--- src/sv/kzbs_pkg.sv ---
// Package for the k-th zero binary search core: widths, codes and beat types.
// No dependencies; every other file refers to it by scoped names.
`default_nettype none

package kzbs_pkg;

  localparam int unsigned PosWidth   = 20;
  localparam int unsigned BoundWidth = PosWidth + 1;

  typedef enum logic {
    OP_START    = 1'b0,
    OP_RESPONSE = 1'b1
  } op_e;

  typedef enum logic {
    KIND_QUERY  = 1'b0,
    KIND_ANSWER = 1'b1
  } kind_e;

  typedef struct packed {
    op_e                 op;
    logic [PosWidth-1:0] rank;
    logic [PosWidth-1:0] ones_count;
  } in_beat_t;

  typedef struct packed {
    kind_e               kind;
    logic [PosWidth-1:0] position;
  } res_beat_t;

endpackage

`default_nettype wire

--- src/sv/kzbs_in_stage.sv ---
// Input register of the k-th zero search: holds one accepted beat until the
// search stage consumes it. Depends on kzbs_pkg.
`default_nettype none

module kzbs_in_stage (
  input  wire logic              clk_i,
  input  wire logic              rst_ni,
  input  wire logic              in_valid_i,
  output logic                   in_ready_o,
  input  wire kzbs_pkg::in_beat_t in_beat_i,
  input  wire logic              consume_i,
  output logic                   beat_valid_o,
  output kzbs_pkg::in_beat_t     beat_o
);

  logic               valid_q, valid_d;
  kzbs_pkg::in_beat_t beat_q;
  logic               load;

  // free, or emptied in this same cycle
  assign in_ready_o = !valid_q || consume_i;
  assign load       = in_valid_i && in_ready_o;

  always_comb begin
    valid_d = valid_q;
    if (load) begin
      valid_d = 1'b1;
    end else if (consume_i) begin
      valid_d = 1'b0;
    end
  end

  always_ff @(posedge clk_i or negedge rst_ni) begin
    if (!rst_ni) begin
      valid_q <= 1'b0;
    end else begin
      valid_q <= valid_d;
    end
  end

  always_ff @(posedge clk_i) begin
    if (load) begin
      beat_q <= in_beat_i;
    end
  end

  assign beat_valid_o = valid_q;
  assign beat_o       = beat_q;

endmodule

`default_nettype wire

--- src/sv/kzbs_search.sv ---
// Search state and single-pass step logic: bounds, rank, probe, found position.
// Also holds the array length register. Depends on kzbs_pkg.
`default_nettype none

module kzbs_search (
  input  wire logic                           clk_i,
  input  wire logic                           rst_ni,
  input  wire logic                           cfg_we_i,
  input  wire logic [kzbs_pkg::PosWidth-1:0]  cfg_wdata_i,
  input  wire logic                           step_i,
  input  wire kzbs_pkg::in_beat_t             beat_i,
  output logic                                res_valid_o,
  output kzbs_pkg::res_beat_t                 res_o
);

  localparam int unsigned PW = kzbs_pkg::PosWidth;
  localparam int unsigned BW = kzbs_pkg::BoundWidth;

  logic [PW-1:0] length_q;
  logic [BW-1:0] low_q, low_d, high_q, high_d;
  logic [PW-1:0] found_q, found_d, rank_q, rank_d, probe_q, probe_d;
  logic          searching_q, searching_d;

  logic [PW-1:0] zeros;
  logic [BW:0]   bound_sum;
  logic [BW-1:0] mid_ext;

  always_comb begin
    low_d       = low_q;
    high_d      = high_q;
    found_d     = found_q;
    rank_d      = rank_q;
    probe_d     = probe_q;
    searching_d = searching_q;
    res_valid_o = 1'b0;
    res_o.kind     = kzbs_pkg::KIND_QUERY;
    res_o.position = '0;
    mid_ext     = {1'b0, probe_q};
    // a count above the probe means no zeros in the prefix
    zeros = (beat_i.ones_count > probe_q) ? '0 : (probe_q - beat_i.ones_count);

    if (beat_i.op == kzbs_pkg::OP_START) begin
      rank_d      = beat_i.rank;
      low_d       = BW'(1);
      high_d      = {1'b0, length_q};
      found_d     = '0;
      searching_d = 1'b1;
      res_valid_o = 1'b1;
    end else if (searching_q) begin
      res_valid_o = 1'b1;
      if (zeros == rank_q) begin
        found_d = probe_q;
        high_d  = mid_ext - BW'(1);
      end else if (zeros < rank_q) begin
        low_d   = mid_ext + BW'(1);
      end else begin
        high_d  = mid_ext - BW'(1);
      end
    end

    bound_sum = {1'b0, low_d} + {1'b0, high_d};
    if (low_d <= high_d) begin
      probe_d        = bound_sum[PW:1];
      res_o.kind     = kzbs_pkg::KIND_QUERY;
      res_o.position = bound_sum[PW:1];
    end else begin
      searching_d    = 1'b0;
      res_o.kind     = kzbs_pkg::KIND_ANSWER;
      res_o.position = found_d;
    end
    if (!res_valid_o) begin
      // idle response: nothing moves
      probe_d     = probe_q;
      searching_d = searching_q;
    end
  end

  always_ff @(posedge clk_i or negedge rst_ni) begin
    if (!rst_ni) begin
      length_q    <= PW'(1);
      low_q       <= BW'(1);
      high_q      <= '0;
      found_q     <= '0;
      rank_q      <= '0;
      probe_q     <= '0;
      searching_q <= 1'b0;
    end else begin
      if (cfg_we_i) begin
        length_q <= cfg_wdata_i;
      end
      if (step_i) begin
        low_q       <= low_d;
        high_q      <= high_d;
        found_q     <= found_d;
        rank_q      <= rank_d;
        probe_q     <= probe_d;
        searching_q <= searching_d;
      end
    end
  end

endmodule

`default_nettype wire

--- src/sv/kzbs_out_buf.sv ---
// Result register plus one skid entry, so the search can step once more while a
// result beat waits downstream. Depends on kzbs_pkg.
`default_nettype none

module kzbs_out_buf (
  input  wire logic                 clk_i,
  input  wire logic                 rst_ni,
  input  wire logic                 push_i,
  input  wire kzbs_pkg::res_beat_t  push_beat_i,
  output logic                      can_push_o,
  output logic                      out_valid_o,
  input  wire logic                 out_ready_i,
  output kzbs_pkg::res_beat_t       out_beat_o
);

  logic                out_valid_q, skid_valid_q;
  kzbs_pkg::res_beat_t out_q, skid_q;
  logic                pop;

  assign pop        = out_valid_q && out_ready_i;
  assign can_push_o = !skid_valid_q;

  always_ff @(posedge clk_i or negedge rst_ni) begin
    if (!rst_ni) begin
      out_valid_q  <= 1'b0;
      skid_valid_q <= 1'b0;
    end else if (pop) begin
      if (skid_valid_q) begin
        skid_valid_q <= 1'b0;
      end else begin
        out_valid_q <= push_i;
      end
    end else if (push_i) begin
      if (!out_valid_q) begin
        out_valid_q <= 1'b1;
      end else begin
        skid_valid_q <= 1'b1;
      end
    end
  end

  always_ff @(posedge clk_i) begin
    if (pop) begin
      if (skid_valid_q) begin
        out_q <= skid_q;
      end else if (push_i) begin
        out_q <= push_beat_i;
      end
    end else if (push_i) begin
      if (!out_valid_q) begin
        out_q <= push_beat_i;
      end else begin
        skid_q <= push_beat_i;
      end
    end
  end

  assign out_valid_o = out_valid_q;
  assign out_beat_o  = out_q;

endmodule

`default_nettype wire

--- src/sv/kth_zero_binary_search_core.sv ---
// Top level of the k-th zero binary search core: input register, search step,
// result buffer. Depends on kzbs_pkg, kzbs_in_stage, kzbs_search, kzbs_out_buf.
//
//  channel  | dir | handshake               | payload
//  ---------+-----+-------------------------+---------------------------------
//  in       | in  | in_valid_i / in_ready_o | op_i, rank_i, ones_count_i
//  out      | out | out_valid_o/out_ready_i | kind_o, position_o
//  cfg      | in  | cfg_we_i (no wait)      | cfg_wdata_i (array length)
//
// One beat per cycle while the result buffer has room. A beat lands in the
// input register; when the buffer has room, one add/shift/compare pass updates
// the bounds and produces the query or answer into the result buffer.
// Reset (rst_ni, async low) leaves the core idle with array length 1.
// The skid entry lets the search step once more while out is stalled; after
// that in_ready_o drops once a beat is held, until the consumer pops a beat.
`default_nettype none

module kth_zero_binary_search_core (
  input  wire logic                           clk_i,
  input  wire logic                           rst_ni,
  input  wire logic                           cfg_we_i,
  input  wire logic [kzbs_pkg::PosWidth-1:0]  cfg_wdata_i,
  input  wire logic                           in_valid_i,
  output logic                                in_ready_o,
  input  wire logic                           op_i,
  input  wire logic [kzbs_pkg::PosWidth-1:0]  rank_i,
  input  wire logic [kzbs_pkg::PosWidth-1:0]  ones_count_i,
  output logic                                out_valid_o,
  input  wire logic                           out_ready_i,
  output logic                                kind_o,
  output logic [kzbs_pkg::PosWidth-1:0]       position_o
);

  kzbs_pkg::in_beat_t  in_beat, step_beat;
  kzbs_pkg::res_beat_t res_beat, out_beat;
  logic                beat_valid, step, res_valid, can_push;

  assign in_beat.op         = kzbs_pkg::op_e'(op_i);
  assign in_beat.rank       = rank_i;
  assign in_beat.ones_count = ones_count_i;

  // a held beat steps only when the result buffer has room for its result
  assign step = beat_valid && can_push;

  kzbs_in_stage u_in_stage (
    .clk_i        (clk_i),
    .rst_ni       (rst_ni),
    .in_valid_i   (in_valid_i),
    .in_ready_o   (in_ready_o),
    .in_beat_i    (in_beat),
    .consume_i    (step),
    .beat_valid_o (beat_valid),
    .beat_o       (step_beat)
  );

  kzbs_search u_search (
    .clk_i       (clk_i),
    .rst_ni      (rst_ni),
    .cfg_we_i    (cfg_we_i),
    .cfg_wdata_i (cfg_wdata_i),
    .step_i      (step),
    .beat_i      (step_beat),
    .res_valid_o (res_valid),
    .res_o       (res_beat)
  );

  kzbs_out_buf u_out_buf (
    .clk_i       (clk_i),
    .rst_ni      (rst_ni),
    .push_i      (step && res_valid),
    .push_beat_i (res_beat),
    .can_push_o  (can_push),
    .out_valid_o (out_valid_o),
    .out_ready_i (out_ready_i),
    .out_beat_o  (out_beat)
  );

  assign kind_o     = out_beat.kind;
  assign position_o = out_beat.position;

endmodule

`default_nettype wire
--- config.mk ---
export PLATFORM = sky130hd
export DESIGN_NAME = kth_zero_binary_search_core
export DESIGN_NICKNAME = d
export VERILOG_FILES = /design/src/sv/kzbs_pkg.sv /design/src/sv/kzbs_in_stage.sv /design/src/sv/kzbs_search.sv /design/src/sv/kzbs_out_buf.sv /design/src/sv/kth_zero_binary_search_core.sv
export SDC_FILE = /design/constraint.sdc
export NUM_CORES = 1
export LEC_CHECK = 0
export ABC_AREA = 1
export ABC_CLOCK_PERIOD_IN_PS = 8900
export BUFFER_PORTS_ARGS = -buffer_cell sky130_fd_sc_hd__buf_4
export CAP_MARGIN = 20
export CELL_PAD_IN_SITES_DETAIL_PLACEMENT = 0
export CELL_PAD_IN_SITES_GLOBAL_PLACEMENT = 1
export CORE_MARGIN = 2
export CORE_UTILIZATION = 49
export CTS_CLUSTER_DIAMETER = 50
export CTS_CLUSTER_SIZE = 20
export DETAILED_ROUTE_END_ITERATION = 6
export GPL_ROUTABILITY_DRIVEN = 0
export GPL_TIMING_DRIVEN = 0
export PLACE_DENSITY = 0.95
export SETUP_SLACK_MARGIN = 0.1
export SLEW_MARGIN = 5
export SYNTH_ARGS = -nofsm -noshare
export SYNTH_HDL_FRONTEND = slang
export SYNTH_HIERARCHICAL = 1
export SYNTH_SLANG_ARGS = --single-unit
--- constraint.sdc ---
create_clock -name clk_i -period 8.9 [get_ports clk_i]
set_input_delay 1.78 -clock clk_i [delete_from_list [all_inputs] [get_ports clk_i]]
set_output_delay 1.78 -clock clk_i [all_outputs]
set_load 0.05 [all_outputs]
==> results.md <==
- The internal portion of the total power is 3270 uW.
- The total leakage power is 0.007921 uW.
- The area fraction of the dominant cell type after synthesis is 22.81%.
- The number of placement rows is 60.
- The pre-antenna-repair detailed-routing pass consisted of 6 iterations.
- STA classifies the critical path startpoint as a flip-flop.
- The maximum number of pins on one net before global-route repair is 66.
- The synthesized design spends more area on one cell type than any other, namely dfrtp_1.
- The signal arrival time at the worst endpoint is 7.00 ns.
- After routing, the total negative slack on setup checks comes to 0 ns.
- In this run the count of I/O pins placed on the die edge is 89.
- The worst slew slack as a fraction of its limit is 53.27%.
- The finished layout holds 2306 standard cells, fillers aside.
- The number of cells in the design after placement is 2258.
- In the final layout, the share of cells above drive strength 1 is 11.27%.
- Among all stages on the critical path, the largest delay is contributed by fa_1.
- Subtracting the final worst setup slack from the clock period gives 6.690 ns.
- The height of the die is 170.6 um.
- The sequential share of power is 23.8%.
- The finished cells cover 15700 um2.
- The transition time at the pin with the least slew margin is 0.7010 ns.
- Sorting the synthesized cells by area gives the leading types as dfrtp_1 23%, edfxtp_1 18%, nand2_1 15%, ha_1 7.6%, inv_1 6.2%.
- After synthesis the cells add up to 13600 um2.
- The routed wire length is 39180 um.
- The max-slew violation count is 0.
- IR analysis of the VDD net gives a maximum drop of 0.0002434 V.
- The total power density per cell area is 432.7 nW/um2.
- TritonCTS built the clock tree.
- After detailed placement, the total cell area comes to 14800 um2.
- The clock sink total is 209.
- Derived from the worst setup path, the maximum achievable clock frequency is 149.5 MHz.
- The number of synthesized flops with an enable pin is 83.
- The number of maximum-capacitance violations is 0.
- During placement, the flow inserted port buffers numbering 86.
- The routed layout has 12490 vias.
- The global-route wire length before repair is 61780 um.
- The count of antenna-violating nets left after detailed routing is 0.
- The cell chosen for the clock root is clkbuf_16.
- For this block, the initial DRC count from the detailed router was 1231.
- Using the TritonRoute via totals, the vias-per-cell ratio works out to 5.415.
- Before CTS, the worst setup slack after placement is 2.407 ns.
- Between clock sinks in the finished design, the worst skew comes to 0.01772 ns.
- The primary flip-flop cell chosen by synthesis mapping is dfrtp_1.
- The number of antenna violations at the first check in global routing was 0.
- The maximum clock path buffer count is 3.
- The number of library cell types mapped by synthesis is 46.
- The total clock buffers created by CTS is 26.
- The synthesized design contains 209 register bits.
- Detailed placement ended at an HPWL of 30420 um.
- The floorplan core area is 27100 um2.
- The net switching share of the total power is 51.87%.
- The final net count is 2065.
- Dividing the detail-routed wire length by the instance count gives 16.99 um.
- After clock tree synthesis, the repair step resized 0 gates.
- The area growth from synthesis to layout is 15.45%.
- For this run, design rule violations remaining after detail routing come to 0.
- The die area is 29110 um2.
- Combinational cells account for 60.4% of the total power.
- The worst setup path is of the flip-flop to flip-flop kind.
- The starting density of the core is 50.19%.
- Setup repair after global routing left no endpoint under its margin.
- Global routing finished with a remaining overflow of 0.
- The total of hold buffers inserted after clock tree synthesis is 0.
- Clock latency on the worst-skew pair, taken at its later pin, is 0.55 ns.
- The total global-route track usage is 27.26%.
- During synthesis, Yosys emitted a total of 6 warnings.
- Among the stages of the critical path, the cell type that occurs most often is nand2_1.
- The data required time at the worst endpoint is 9.21 ns.
- The most common cell in the netlist is nand2_1.
- Setup violations remaining at the end of the flow were counted as 0.
- The commonest cells after synthesis are 532 x nand2_1, 226 x inv_1, 134 x nand3_1.
- STA classifies the critical path endpoint as a flip-flop.
- The fraction of the cycle the final worst path needs is 75.17%.
- Of all nets on the critical path, the largest fanout is 10.
- Setup slack closes at 2.210 ns.
- The clock slew at the register clock pins of the worst setup and hold paths is 0.07 ns.
- The die is 170.6 um wide.
- Once the clock tree was built, the setup fixing pass inserted 0 buffers.
- The number of global-route vias before repair was 11710.
- The path class of the tightest hold or removal check is flip-flop to flip-flop.
- The number of hold violations in the final report is 0.
- The post-synthesis sequential area ratio is 41.52%.
- When the netlist entered floorplanning its net count stood at 1947.
- In this run the power spent charging and discharging nets is 3524 uW.
- The synthesized area per cell is 7.573 um2.
- Once layout is complete, the utilization of the core stands at 57.94%.
- On the worst path, the slowest cell contributes a delay of 0.48 ns.
- The antenna diode count is 0.
- The number of levels the H-tree was split into is 1.
- The share of async-settable or async-resettable flops after synthesis is 60.29%.
- The flow ran to the end, and the final reports show no timing, DRC or antenna violations.
- In the synthesized netlist, the number of instances is 1796.
- The share of total power dissipated in the clock network is 15.8%.
==> logic make-up after synthesis <==
logic type | synth area share, %
AND/OR/NAND/NOR | 28.20
buffers and inverters | 9.337
adder cells (fa/ha/maj) | 7.929
AO/OA/AOI/OAI | 9.502
multiplexers | 0.4139
flip-flops | 41.52
XOR/XNOR | 3.091
==> metal layers <==
layer  vias up  wire length (um)  GRT usage (%)
met5         -                 0              0
met4         0              1582          10.48
met3        92              2973          2.660
met2       519             17930          44.75
met1      5794             16690          37.41
li1       6083                 -              -
==> cell type report <==
| class | instances | area, um2 |
|---|---|---|
| clock inverters | 21 | 235.2 |
| fillers | 2530 | 11400 |
| plain buffers | 77 | 402.9 |
| well taps | 372 | 465.4 |
| clock buffers | 27 | 664.4 |
| repair buffers | 90 | 719.4 |
| flip-flops and latches | 209 | 5648 |
| inverters | 231 | 867.1 |
| multi-input cells | 1279 | 6700 |
==> final timing paths <==
kind	cells past startpoint	startpoint	endpoint	slack, ns
min in group asynchronous	1	rst_ni	u_search/rank_q[14]	1.21
max in group asynchronous	2	rst_ni	u_search/length_q[0]	6.87
max reg2reg	33	u_search/probe_q[0]	u_out_buf/out_beat_o[15]	2.21
min reg2reg	2	u_search/low_q[0]	u_search/low_q[0]	0.48
min	2	u_search/low_q[0]	u_search/low_q[0]	0.48
max	33	u_search/probe_q[0]	u_out_buf/out_beat_o[15]	2.21
==> sequential cells by signal, summed over array words and instances (netlist names) <==
name,count
u_search/high_q,21
u_in_stage/beat_valid_o,1
u_out_buf/skid_valid_q,1
u_out_buf/out_beat_o,21
u_in_stage/beat_o,41
u_search/searching_q,1
u_out_buf/skid_q,21
u_search/low_q,21
u_search/found_q,20
u_search/probe_q,20
u_search/rank_q,20
u_out_buf/out_valid_o,1
u_search/length_q,20
==> power groups by stage <==
stage / clock (uW) / sequential [uW] / combinational, uW
after global routing: 1130 / 1650 / 4530
after global placement: 0 / 1630 / 3920
after floorplan: 0 / 1770 / 2650
after CTS: 1090 / 1610 / 4030
after detailed placement: 0 / 1630 / 4010
final: 1070 / 1620 / 4100
==> cell usage in the layout, fill, tap and decap left out, drive strengths merged <==
cell type,Yosys,routed
or2,4,4
o21ai,111,111
dfrtp,124,124
clkinvlp,0,3
mux2,5,5
inv,230,241
nand2,537,537
a21o,2,2
or3,1,1
dfstp,2,2
ha,83,83
o21a,2,2
and3,9,9
edfxtp,83,83
a31oi,3,3
clkbuf,28,55
and2,2,2
a31o,1,1
xor2,41,41
nor4,2,2
nand3b,5,5
o31ai,3,3
nand3,138,138
clkinv,1,8
xnor2,7,7
nor2,134,134
a21oi,93,93
o21bai,4,4
nand4,51,51
fa,2,2
o211ai,17,17
a21boi,4,4
buf,49,139
nor3,18,18
==> worst max-delay path, delay by kind of cell, from the launching register on <==
family                   cells  cell delay, ns
AO/OA/AOI/OAI                7            1.10
adder cells (fa/ha/maj)      5            1.67
buffers and inverters        4            0.97
flip-flops                   1            0.44
AND/OR/NAND/NOR             17            2.27
==> stage by stage <==
step / hold WS (ns) / power [uW]
4_1_cts: 0.4697 / 6742
2_1_floorplan: 0.4481 / 4412
6_report: 0.4757 / 6794
3_3_place_gp: 0.4549 / 5547
5_1_grt: 0.4758 / 7309
3_5_place_dp: 0.4580 / 5641
(Power assumes the default switching activity.)
